--- src/cnb_pkg.sv ---
// Shared types and constants for the categorical naive Bayes unit.
package cnb_pkg;

  localparam int FEATURES   = 4;
  localparam int VALUE_BITS = 3;
  localparam int SCORE_BITS = 32;
  localparam int FRAC_BITS  = 16;

  typedef enum logic [1:0] {
    CMD_CLEAR    = 2'd0,
    CMD_TRAIN    = 2'd1,
    CMD_CLASSIFY = 2'd2,
    CMD_UNUSED   = 2'd3
  } cmd_t;

  typedef enum logic [1:0] {
    REQ_CLEAR,
    REQ_TRAIN,
    REQ_CLASSIFY
  } req_kind_t;

  typedef logic [VALUE_BITS-1:0] value_t;

  typedef struct packed {
    req_kind_t                   kind;
    value_t [FEATURES-1:0]       values;
    logic                        label;
    logic                        in_range;
  } req_t;

  typedef struct packed {
    logic [SCORE_BITS-1:0] posterior_yes;
    logic [SCORE_BITS-1:0] posterior_no;
    logic                  yes_undefined;
    logic                  no_undefined;
    logic                  play_decision;
  } result_t;

  typedef enum logic [3:0] {
    ST_IDLE,
    ST_CLEAR,
    ST_TR_READ,
    ST_TR_WRITE,
    ST_CL_READ,
    ST_CL_LATCH,
    ST_MUL_START,
    ST_MUL_WAIT,
    ST_DIV_START,
    ST_DIV_WAIT,
    ST_DONE
  } back_state_t;

  typedef enum logic [4:0] {
    STP_T2,
    STP_T3,
    STP_A0_SQ,
    STP_A0_CU,
    STP_A1_SQ,
    STP_A1_CU,
    STP_P0_1,
    STP_P0_2,
    STP_P0_3,
    STP_P1_1,
    STP_P1_2,
    STP_P1_3,
    STP_D_1,
    STP_D_2,
    STP_D_3,
    STP_LHS,
    STP_RHS,
    STP_NUM_YES,
    STP_DEN_YES,
    STP_NUM_NO,
    STP_DEN_NO
  } step_t;

endpackage

--- src/cnb_front.sv ---
// Front end: takes requests, drops ones with no effect, queues the rest.
module cnb_front #(
  parameter int VALUES_PER_FEATURE = 8
) (
  input  logic                   clk,
  input  logic                   rst,
  input  logic                   push,
  output logic                   full,
  input  logic [1:0]             command,
  input  logic [2:0]             outlook_value,
  input  logic [2:0]             temperature_value,
  input  logic [2:0]             humidity_value,
  input  logic [2:0]             wind_value,
  input  logic                   class_label,
  output logic                   req_valid,
  output cnb_pkg::req_t          req,
  input  logic                   req_pop
);
  import cnb_pkg::*;

  req_t       q [2];
  req_t       in_req;
  logic       wptr;
  logic       rptr;
  logic [1:0] count;
  logic       keep;
  logic       do_wr;

  always_comb begin
    in_req.values[0] = outlook_value;
    in_req.values[1] = temperature_value;
    in_req.values[2] = humidity_value;
    in_req.values[3] = wind_value;
    in_req.label     = class_label;
    in_req.in_range  = (32'(outlook_value) < VALUES_PER_FEATURE) &&
                       (32'(temperature_value) < VALUES_PER_FEATURE) &&
                       (32'(humidity_value) < VALUES_PER_FEATURE) &&
                       (32'(wind_value) < VALUES_PER_FEATURE);
    in_req.kind      = REQ_CLEAR;
    keep             = 1'b0;
    unique case (cmd_t'(command))
      CMD_CLEAR: begin
        in_req.kind = REQ_CLEAR;
        keep        = 1'b1;
      end
      CMD_TRAIN: begin
        in_req.kind = REQ_TRAIN;
        keep        = in_req.in_range;
      end
      CMD_CLASSIFY: begin
        in_req.kind = REQ_CLASSIFY;
        keep        = 1'b1;
      end
      default: begin
        keep = 1'b0;
      end
    endcase
  end

  assign full      = (count == 2'd2);
  assign req_valid = (count != 2'd0);
  assign req       = q[rptr];
  assign do_wr     = push && !full && keep;

  always_ff @(posedge clk) begin
    if (rst) begin
      wptr  <= 1'b0;
      rptr  <= 1'b0;
      count <= 2'd0;
    end else begin
      if (do_wr) wptr <= ~wptr;
      if (req_pop) rptr <= ~rptr;
      count <= count + 2'(do_wr) - 2'(req_pop);
    end
  end

  always_ff @(posedge clk) begin
    if (do_wr) q[wptr] <= in_req;
  end

endmodule

--- src/cnb_mul_seq.sv ---
// Shift-add multiplier, one multiplier bit per cycle, stops when no ones remain.
module cnb_mul_seq #(
  parameter int WB = 74,
  parameter int MB = 33
) (
  input  logic          clk,
  input  logic          rst,
  input  logic          start,
  input  logic [WB-1:0] a,
  input  logic [MB-1:0] b,
  output logic          done,
  output logic [WB-1:0] prod
);
  logic          busy;
  logic [WB-1:0] acc;
  logic [WB-1:0] ash;
  logic [MB-1:0] bsh;

  assign done = busy && (bsh == '0);
  assign prod = acc;

  always_ff @(posedge clk) begin
    if (rst) begin
      busy <= 1'b0;
    end else if (start) begin
      busy <= 1'b1;
    end else if (done) begin
      busy <= 1'b0;
    end
  end

  always_ff @(posedge clk) begin
    if (start) begin
      acc <= '0;
      ash <= a;
      bsh <= b;
    end else if (busy && !done) begin
      if (bsh[0]) acc <= acc + ash;
      ash <= ash << 1;
      bsh <= bsh >> 1;
    end
  end

endmodule

--- src/cnb_div_seq.sv ---
// Restoring divider, one quotient bit per cycle, 32-bit saturating quotient.
module cnb_div_seq #(
  parameter int WB = 74
) (
  input  logic                             clk,
  input  logic                             rst,
  input  logic                             start,
  input  logic [WB+cnb_pkg::FRAC_BITS-1:0] num,
  input  logic [WB-1:0]                    den,
  output logic                             done,
  output logic [cnb_pkg::SCORE_BITS-1:0]   quot
);
  import cnb_pkg::*;

  localparam int NW = WB + FRAC_BITS + SCORE_BITS;
  localparam int CW = $clog2(SCORE_BITS);

  logic                  busy;
  logic [CW-1:0]         cnt;
  logic [NW-1:0]         rem;
  logic [NW-1:0]         dsh;
  logic [SCORE_BITS-1:0] q;
  logic                  sat;

  assign quot = sat ? '1 : q;

  always_ff @(posedge clk) begin
    if (rst) begin
      busy <= 1'b0;
      done <= 1'b0;
      cnt  <= '0;
    end else begin
      done <= busy && (cnt == CW'(SCORE_BITS - 1));
      if (start) begin
        busy <= 1'b1;
        cnt  <= '0;
      end else if (busy) begin
        cnt <= cnt + CW'(1);
        if (cnt == CW'(SCORE_BITS - 1)) busy <= 1'b0;
      end
    end
  end

  always_ff @(posedge clk) begin
    if (start) begin
      rem <= NW'(num);
      dsh <= NW'(den) << (SCORE_BITS - 1);
      sat <= NW'(num) >= (NW'(den) << SCORE_BITS);
      q   <= '0;
    end else if (busy) begin
      if (rem >= dsh) begin
        rem <= rem - dsh;
        q   <= {q[SCORE_BITS-2:0], 1'b1};
      end else begin
        q <= {q[SCORE_BITS-2:0], 1'b0};
      end
      dsh <= dsh >> 1;
    end
  end

endmodule

--- src/cnb_back.sv ---
// Back end: count store, training updates and the classify sequencer.
module cnb_back #(
  parameter int VALUES_PER_FEATURE = 8,
  parameter int COUNT_BITS         = 10
) (
  input  logic              clk,
  input  logic              rst,
  input  logic              req_valid,
  input  cnb_pkg::req_t     req,
  output logic              req_pop,
  output logic              res_valid,
  output cnb_pkg::result_t  res,
  input  logic              res_pop
);
  import cnb_pkg::*;

  localparam int ROWS = FEATURES * VALUES_PER_FEATURE;
  localparam int RW   = $clog2(ROWS);
  localparam int CB   = COUNT_BITS;
  localparam int TB   = CB + 1;
  localparam int MB   = 3 * CB + 3;
  localparam int WB   = 7 * CB + 4;

  back_state_t state, state_next;
  step_t       stp;
  logic [1:0]  fi;
  req_t        cur;

  logic [2*CB-1:0] row_mem [ROWS];
  logic [ROWS-1:0] row_valid;
  logic [2*CB-1:0] rd_data;
  logic            rd_vld;
  logic [2*CB-1:0] rd_row;
  logic [2*CB-1:0] wr_data;
  logic [RW-1:0]   row_addr;
  logic [CB-1:0]   rd_n0, rd_n1;

  logic [CB-1:0] tot [2];
  logic [CB-1:0] cnt0 [FEATURES];
  logic [CB-1:0] cnt1 [FEATURES];
  logic [TB-1:0] sum  [FEATURES];
  logic [TB-1:0] tot_sum;

  logic [WB-1:0] t3, a0, a1, p0, p1, dd, lhs, rhs, num, den;

  logic          ev_ok, undef0, undef1;
  logic [WB-1:0] mul_a;
  logic [MB-1:0] mul_b;
  logic [WB-1:0] mul_prod;
  logic          mul_done;
  logic [SCORE_BITS-1:0] quot;
  logic          div_done;
  logic [SCORE_BITS-1:0] score1;

  logic row_clear, mem_we, cl_latch, mul_start, mul_take, div_start, div_take, res_load;

  function automatic logic [CB-1:0] sat_inc(input logic [CB-1:0] x);
    sat_inc = (x == '1) ? x : x + CB'(1);
  endfunction

  assign row_addr = cur.in_range ?
                    RW'(32'(fi) * VALUES_PER_FEATURE + 32'(cur.values[fi])) : '0;
  assign rd_row   = rd_vld ? rd_data : '0;
  assign rd_n0    = rd_row[CB-1:0];
  assign rd_n1    = rd_row[2*CB-1:CB];
  assign wr_data  = cur.label ? {sat_inc(rd_n1), rd_n0} : {rd_n1, sat_inc(rd_n0)};
  assign tot_sum  = TB'(tot[0]) + TB'(tot[1]);

  always_comb begin
    ev_ok = cur.in_range;
    for (int f = 0; f < FEATURES; f++) begin
      sum[f] = TB'(cnt0[f]) + TB'(cnt1[f]);
      if (sum[f] == '0) ev_ok = 1'b0;
    end
    undef0 = (tot[0] == '0) || !ev_ok;
    undef1 = (tot[1] == '0) || !ev_ok;
  end

  always_comb begin
    state_next = state;
    unique case (state)
      ST_IDLE: begin
        if (req_valid) begin
          unique case (req.kind)
            REQ_CLEAR:    state_next = ST_CLEAR;
            REQ_TRAIN:    state_next = ST_TR_READ;
            REQ_CLASSIFY: state_next = ST_CL_READ;
            default:      state_next = ST_IDLE;
          endcase
        end
      end
      ST_CLEAR:    state_next = ST_IDLE;
      ST_TR_READ:  state_next = ST_TR_WRITE;
      ST_TR_WRITE: state_next = (fi == 2'd3) ? ST_IDLE : ST_TR_READ;
      ST_CL_READ:  state_next = ST_CL_LATCH;
      ST_CL_LATCH: state_next = (fi == 2'd3) ? ST_MUL_START : ST_CL_READ;
      ST_MUL_START: state_next = ST_MUL_WAIT;
      ST_MUL_WAIT: begin
        if (mul_done) begin
          state_next = (stp == STP_DEN_YES || stp == STP_DEN_NO) ? ST_DIV_START
                                                                 : ST_MUL_START;
        end
      end
      ST_DIV_START: state_next = ST_DIV_WAIT;
      ST_DIV_WAIT: begin
        if (div_done) state_next = (stp == STP_DEN_NO) ? ST_DONE : ST_MUL_START;
      end
      ST_DONE: begin
        if (!res_valid) state_next = ST_IDLE;
      end
      default: state_next = ST_IDLE;
    endcase
  end

  always_comb begin
    req_pop   = (state == ST_IDLE) && req_valid;
    row_clear = (state == ST_CLEAR);
    mem_we    = (state == ST_TR_WRITE);
    cl_latch  = (state == ST_CL_LATCH);
    mul_start = (state == ST_MUL_START);
    mul_take  = (state == ST_MUL_WAIT) && mul_done;
    div_start = (state == ST_DIV_START);
    div_take  = (state == ST_DIV_WAIT) && div_done;
    res_load  = (state == ST_DONE) && !res_valid;
  end

  always_comb begin
    mul_a = '0;
    mul_b = '0;
    unique case (stp)
      STP_T2:      begin mul_a = WB'(tot_sum); mul_b = MB'(tot_sum); end
      STP_T3:      begin mul_a = t3;           mul_b = MB'(tot_sum); end
      STP_A0_SQ:   begin mul_a = WB'(tot[0]);  mul_b = MB'(tot[0]);  end
      STP_A0_CU:   begin mul_a = a0;           mul_b = MB'(tot[0]);  end
      STP_A1_SQ:   begin mul_a = WB'(tot[1]);  mul_b = MB'(tot[1]);  end
      STP_A1_CU:   begin mul_a = a1;           mul_b = MB'(tot[1]);  end
      STP_P0_1:    begin mul_a = WB'(cnt0[0]); mul_b = MB'(cnt0[1]); end
      STP_P0_2:    begin mul_a = p0;           mul_b = MB'(cnt0[2]); end
      STP_P0_3:    begin mul_a = p0;           mul_b = MB'(cnt0[3]); end
      STP_P1_1:    begin mul_a = WB'(cnt1[0]); mul_b = MB'(cnt1[1]); end
      STP_P1_2:    begin mul_a = p1;           mul_b = MB'(cnt1[2]); end
      STP_P1_3:    begin mul_a = p1;           mul_b = MB'(cnt1[3]); end
      STP_D_1:     begin mul_a = WB'(sum[0]);  mul_b = MB'(sum[1]);  end
      STP_D_2:     begin mul_a = dd;           mul_b = MB'(sum[2]);  end
      STP_D_3:     begin mul_a = dd;           mul_b = MB'(sum[3]);  end
      STP_LHS:     begin mul_a = p1;           mul_b = a0[MB-1:0];   end
      STP_RHS:     begin mul_a = p0;           mul_b = a1[MB-1:0];   end
      STP_NUM_YES: begin mul_a = p1;           mul_b = t3[MB-1:0];   end
      STP_DEN_YES: begin mul_a = dd;           mul_b = a1[MB-1:0];   end
      STP_NUM_NO:  begin mul_a = p0;           mul_b = t3[MB-1:0];   end
      STP_DEN_NO:  begin mul_a = dd;           mul_b = a0[MB-1:0];   end
      default:     begin mul_a = '0;           mul_b = '0;           end
    endcase
  end

  cnb_mul_seq #(.WB(WB), .MB(MB)) u_mul (
    .clk   (clk),
    .rst   (rst),
    .start (mul_start),
    .a     (mul_a),
    .b     (mul_b),
    .done  (mul_done),
    .prod  (mul_prod)
  );

  cnb_div_seq #(.WB(WB)) u_div (
    .clk   (clk),
    .rst   (rst),
    .start (div_start),
    .num   ({num, {FRAC_BITS{1'b0}}}),
    .den   (den),
    .done  (div_done),
    .quot  (quot)
  );

  always_ff @(posedge clk) begin
    if (rst) begin
      state     <= ST_IDLE;
      fi        <= 2'd0;
      stp       <= STP_T2;
      res_valid <= 1'b0;
      row_valid <= '0;
      tot[0]    <= '0;
      tot[1]    <= '0;
    end else begin
      state <= state_next;
      if (req_pop) fi <= 2'd0;
      if (mem_we || cl_latch) fi <= fi + 2'd1;
      if (cl_latch && fi == 2'd3) stp <= STP_T2;
      if ((mul_take && stp != STP_DEN_YES && stp != STP_DEN_NO) || div_take) begin
        stp <= step_t'(stp + 5'd1);
      end
      if (row_clear) begin
        row_valid <= '0;
        tot[0]    <= '0;
        tot[1]    <= '0;
      end
      if (mem_we) begin
        row_valid[row_addr] <= 1'b1;
        if (fi == 2'd3) tot[cur.label] <= sat_inc(tot[cur.label]);
      end
      if (res_load) res_valid <= 1'b1;
      else if (res_pop) res_valid <= 1'b0;
    end
  end

  always_ff @(posedge clk) begin
    rd_data <= row_mem[row_addr];
    rd_vld  <= row_valid[row_addr];
    if (mem_we) row_mem[row_addr] <= wr_data;
  end

  always_ff @(posedge clk) begin
    if (req_pop) cur <= req;
    if (cl_latch) begin
      cnt0[fi] <= rd_n0;
      cnt1[fi] <= rd_n1;
    end
    if (mul_take) begin
      case (stp)
        STP_T2, STP_T3:                 t3  <= mul_prod;
        STP_A0_SQ, STP_A0_CU:           a0  <= mul_prod;
        STP_A1_SQ, STP_A1_CU:           a1  <= mul_prod;
        STP_P0_1, STP_P0_2, STP_P0_3:   p0  <= mul_prod;
        STP_P1_1, STP_P1_2, STP_P1_3:   p1  <= mul_prod;
        STP_D_1, STP_D_2, STP_D_3:      dd  <= mul_prod;
        STP_LHS:                        lhs <= mul_prod;
        STP_RHS:                        rhs <= mul_prod;
        STP_NUM_YES, STP_NUM_NO:        num <= mul_prod;
        STP_DEN_YES, STP_DEN_NO:        den <= mul_prod;
        default:                        ;
      endcase
    end
    if (div_take && stp == STP_DEN_YES) score1 <= quot;
    if (res_load) begin
      res.posterior_yes <= undef1 ? '0 : score1;
      res.posterior_no  <= undef0 ? '0 : quot;
      res.yes_undefined <= undef1;
      res.no_undefined  <= undef0;
      res.play_decision <= !undef0 && !undef1 && (lhs > rhs);
    end
  end

endmodule

--- src/categorical_naive_bayes_unit.sv ---
// Top level of the two-class categorical naive Bayes unit.
// Requests enter through a queue port: an item is taken on a clock edge with
// push high and full low. command 0 clears all counts, 1 trains one labelled
// row, 2 classifies; command 3 and training rows with a value out of range
// are dropped. Only classify requests make a result.
// Results leave through a queue port: the result shows while empty is low and
// is taken on an edge with pop high. A waiting result does not stop intake:
// a two-entry request queue sits in front of the engine, and the engine only
// stops when it has a new result and the old one is still not taken.
// Clear resets the counts; training does one read-modify-write per feature
// on the count store. Classify reads the counts of each feature, then runs 21
// products on one shift-add multiplier and two divisions.
// Reset clears the counts (per-row valid bits), the queues and the engine.
module categorical_naive_bayes_unit #(
  parameter int VALUES_PER_FEATURE = 8,
  parameter int COUNT_BITS         = 10
) (
  input  logic        clk,
  input  logic        rst,
  input  logic        push,
  output logic        full,
  input  logic [1:0]  command,
  input  logic [2:0]  outlook_value,
  input  logic [2:0]  temperature_value,
  input  logic [2:0]  humidity_value,
  input  logic [2:0]  wind_value,
  input  logic        class_label,
  output logic        empty,
  input  logic        pop,
  output logic [31:0] posterior_yes,
  output logic [31:0] posterior_no,
  output logic        yes_undefined,
  output logic        no_undefined,
  output logic        play_decision
);
  import cnb_pkg::*;

  logic    req_valid;
  req_t    req;
  logic    req_pop;
  logic    res_valid;
  result_t res;

  cnb_front #(.VALUES_PER_FEATURE(VALUES_PER_FEATURE)) u_front (
    .clk               (clk),
    .rst               (rst),
    .push              (push),
    .full              (full),
    .command           (command),
    .outlook_value     (outlook_value),
    .temperature_value (temperature_value),
    .humidity_value    (humidity_value),
    .wind_value        (wind_value),
    .class_label       (class_label),
    .req_valid         (req_valid),
    .req               (req),
    .req_pop           (req_pop)
  );

  cnb_back #(
    .VALUES_PER_FEATURE (VALUES_PER_FEATURE),
    .COUNT_BITS         (COUNT_BITS)
  ) u_back (
    .clk       (clk),
    .rst       (rst),
    .req_valid (req_valid),
    .req       (req),
    .req_pop   (req_pop),
    .res_valid (res_valid),
    .res       (res),
    .res_pop   (pop)
  );

  assign empty         = !res_valid;
  assign posterior_yes = res.posterior_yes;
  assign posterior_no  = res.posterior_no;
  assign yes_undefined = res.yes_undefined;
  assign no_undefined  = res.no_undefined;
  assign play_decision = res.play_decision;

endmodule
--- config.mk ---
export PLATFORM = sky130hd
export DESIGN_NAME = categorical_naive_bayes_unit
export DESIGN_NICKNAME = d
export VERILOG_FILES = /design/src/cnb_pkg.sv /design/src/cnb_front.sv /design/src/cnb_mul_seq.sv /design/src/cnb_div_seq.sv /design/src/cnb_back.sv /design/src/categorical_naive_bayes_unit.sv
export SDC_FILE = /design/constraint.sdc
export NUM_CORES = 2
export LEC_CHECK = 0
export BUFFER_PORTS_ARGS = -buffer_cell sky130_fd_sc_hd__buf_2
export CAP_MARGIN = 5
export CORE_MARGIN = 4
export CORE_UTILIZATION = 45
export DETAILED_ROUTE_END_ITERATION = 16
export GPL_TIMING_DRIVEN = 0
export PLACE_DENSITY = 0.7
export SYNTH_ARGS = -nofsm -noshare
export SYNTH_HDL_FRONTEND = slang
export SYNTH_SLANG_ARGS = --single-unit
--- constraint.sdc ---
create_clock -name clk -period 8.65 [get_ports clk]
set_clock_uncertainty 0.2 [all_clocks]
set_input_delay 1.73 -clock clk [delete_from_list [all_inputs] [get_ports clk]]
set_output_delay 1.73 -clock clk [all_outputs]
set_load 0.005 [all_outputs]
==> key figures <==
Global routing
  • Number of global-route vias before repair: roughly 65000
  • Wire length of the first global-routing pass: 413000 um
  • Largest net degree at the start of global routing: 61
  • Gr usage total: 0.246
  • Number of antenna violations at the first check in global routing: 10
  • Global route total overflow: 0

Route
  • Detailed-router iteration count before antenna repair: 7
  • DRT antenna net count: 0
  • Final Routed Wirelength: between 200000 and 300000 um
  • Count of routing violations after the opening detailed-route iteration: just over 8000
  • Via count: 65700
  • Wire per inst: 25.8 um
  • Count of unresolved DRC violations after routing: 0
  • Routed vias/inst: 6.07

Clock tree
  • Inserted Clock Buffers: 214
  • Clk Tree Root Cell: sky130_fd_sc_hd__clkbuf_16
  • H-tree depth: 4
  • Clock latency on the worst-skew pair: 910 ps
  • Clock tree sinks: 2142
  • Deepest clock path buffer count: 3
  • Number of gates resized after CTS: 0
  • Clock edge transition at the registers on the reported setup and hold paths: 60 ps
  • Hold Buf Count CTS: 0
  • Setup bufs post-CTS: 0
  • TritonCTS clock tree: yes

Layout
  • Layout Utilization: 0.514
  • Number of flip-flops in the largest register: 640
  • Most common library cell in the layout ignoring fill and taps: sky130_fd_sc_hd__edfxtp_1
  • Top Registers: u_back.row_mem (640), u_back.u_div.rem (122), u_back.u_div.dsh (105)
  • Final instance count without filler cells: around 11000
  • Most frequent cells in the layout: sky130_fd_sc_hd__edfxtp_1, sky130_fd_sc_hd__nand2_1, sky130_fd_sc_hd__a21oi_1, sky130_fd_sc_hd__o21ai_0, sky130_fd_sc_hd__ha_1
  • Area overhead of the layout relative to synthesis: 13.5%
  • Layout cells sized above 1: 0.107
  • Final #Nets: 8196
  • Register ranked first by flip-flop count: u_back.row_mem

Synthesis
  • Cells after synthesis: 7415
  • Post-synth EDFFs: 1878
  • Post-synth ARST share: 0
  • Dominant synthesized flop cell: sky130_fd_sc_hd__edfxtp_1
  • Synthesized net count: roughly 7800
  • Count of yosys warnings during synthesis: 0
  • Unique cell type count in the Yosys netlist: 85
  • Proportion of synthesized chip area in sequential cells: 0.635
  • Synthesized area per cell: 13.1 sq um
  • Total standard cell area after synthesis: 97100 sq um
  • FF+latch count, synth: 2142

Worst setup path
  • CP top delay family: compound AO/OA/AOI/OAI gates
  • Worst Setup End Kind: flop
  • Critical Path Source Type: flop
  • Worst setup path category: reg2reg
  • Peak fanout along the critical path: 10
  • CP peak stage delay: approximately 870 ps
  • Required time worst endpoint: 9010 ps
  • Number of buffer and inverter stages on the critical path: 5
  • Sequence of cells on the critical path: inv_1 > ha_1 > inv_1 > fa_1 > a211o_1 > a21oi_1 > or3_4 > a311oi_2 > a211oi_2 > a2111oi_4 > o21ai_2 > a21o_1 > buf_6 > clkbuf_1 > clkbuf_1 > o2bb2ai_1
  • Cell with the largest stage delay on the worst path: sky130_fd_sc_hd__clkbuf_1
  • Arrival time at the worst endpoint: 6160 ps

Flow run
  • Maximum capacitance violations: 0

STA
  • Tightest hold margin: 257 ps
  • Maximum operating frequency: 173 MHz
  • RSZ-0062 raised after global routing: no
  • Pins over their slew limit: 0
  • Fin. Hold Viols: 0
  • Actual transition at the worst max-transition pin: 1400 ps
  • Worst relative slew slack: 0.0540
  • Minimum period implied by the final worst setup slack: 5790 ps
  • Final-report setup violation count: 0
  • Post-route clock period utilization: 0.670
  • Sum of negative setup slack: 0 ps

Floorplan
  • Vertical extent of the die: 473 um
  • Row count: 170
  • Count of pins on the block boundary: 88
  • Core ar.: 215000 sq um
  • Die X-Extent: 473 um
  • Floorplan die area: 223000 sq um
  • Initial cell density of the core: 0.452

Status
  • Result of the run: finished, final reports clean

Placement
  • Post-DP HPWL: 200000 um
  • Placer's final routability congestion estimate: approximately 0.96
  • Count of port buffers added during placement: 86
  • Number of placed instances, taps included: 10400

Power and ir drop
  • PD cells: about 300 nW/um^2
  • Total leakage power: 0.0377 uW
  • Max IR drop VDD: approximately 0.00022 V

Min path
  • Class of the worst hold path: reg2reg
## synthesized netlist by cell type, drive strengths merged, types with 8 or more instances
master / n / share of area
edfxtp: 1878 / 0.58
nand2: 828 / 0.032
a21oi: 436 / 0.022
o21ai: 406 / 0.021
nor2: 393 / 0.015
ha: 376 / 0.048
inv: 346 / 0.013
clkbuf: 330 / 0.013
dfxtp: 264 / 0.054
mux4: 214 / 0.050
nand4: 139 / 0.0090
nand3: 138 / 0.0071
xnor2: 133 / 0.012
a21o: 125 / 0.0097
a222oi: 111 / 0.011
a221oi: 109 / 0.0098
o31ai: 90 / 0.0070
nor3: 89 / 0.0046
mux2i: 82 / 0.0085
xor2: 81 / 0.0073
o21bai: 70 / 0.0054
a22oi: 53 / 0.0041
and3: 50 / 0.0032
buf: 49 / 0.0021
nor2b: 48 / 0.0031
nand2b: 45 / 0.0029
or2: 44 / 0.0028
and2: 39 / 0.0025
a31oi: 38 / 0.0024
o21a: 38 / 0.0029
nor4: 37 / 0.0024
nor3b: 36 / 0.0028
a211oi: 31 / 0.0024
or3: 31 / 0.0020
a22o: 25 / 0.0023
o211ai: 21 / 0.0016
or4: 21 / 0.0017
mux2: 19 / 0.0022
a21boi: 18 / 0.0014
o221ai: 12 / 0.0011
o31a: 10 / 0.00090
and4: 8 / 0.00072
## report_power, final
| group | switching [uW] | total [uW] | leakage, uW | internal (uW) |
|---|---|---|---|---|
| clock | 4130 | 9580 | 0.00355 | 5450 |
| sequential | 1210 | 13700 | 0.0187 | 12500 |
| combinational | 5980 | 9260 | 0.0155 | 3280 |
## metal layers
metal,routed length (um),track usage
met2,129000,0.390
met3,24900,0.0472
met1,116000,0.342
met5,13,0
met4,9320,0.0797
## path summary, 6_finish.rpt
path,startpoint,to,slack [ps],depth (start not counted)
min,u_back.u_div.rem[12],u_back.u_div.rem[12],260,2
max,u_back.u_div.rem[0],u_back.u_div.rem[29],2860,16
min reg2reg,u_back.u_div.rem[12],u_back.u_div.rem[12],260,2
max reg2reg,u_back.u_div.rem[0],u_back.u_div.rem[29],2860,16
## worst reg2reg max path: cells and delay by family, from the launching register on
| family | cells | cell delay, ps |
|---|---|---|
| simple gates | 1 | 250 |
| flops | 1 | 310 |
| fa+ha+maj | 2 | 580 |
| buf+inv | 5 | 1840 |
| compound gates | 8 | 2340 |
## layout make-up
type	instances	area, sq um
inverters	347	1310
well taps	2838	3550
clock inverters	127	1570
fillers	17900	104000
repair buffers	163	1760
plain buffers	379	1440
diodes	5	12.5
clock buffers	275	5830
multi-input cells	4547	33100
flip-flops and latches	2142	61700
## stage by stage
| stage | worst slack (ps) | area (sq um) | power [uW] |
|---|---|---|---|
| after floorplan | 2570 | 97100 | 19600 |
| after global placement | -843 | 101000 | 22800 |
| after detailed placement | 2950 | 103000 | 22900 |
| after CTS | 2910 | 110000 | 32500 |
| after global routing | 2740 | 110000 | 34000 |
| final | 2860 | 110000 | 32600 |
## kinds of logic after synthesis
group	Yosys count	synth area share
flops	2142	0.635
simple gates	1964	0.0937
compound gates	1671	0.114
buf+inv	726	0.0282
fa+ha+maj	383	0.0499
mux	315	0.0603
xor+xnor	214	0.0193
Note: power is estimated with default switching activity, not from simulation.
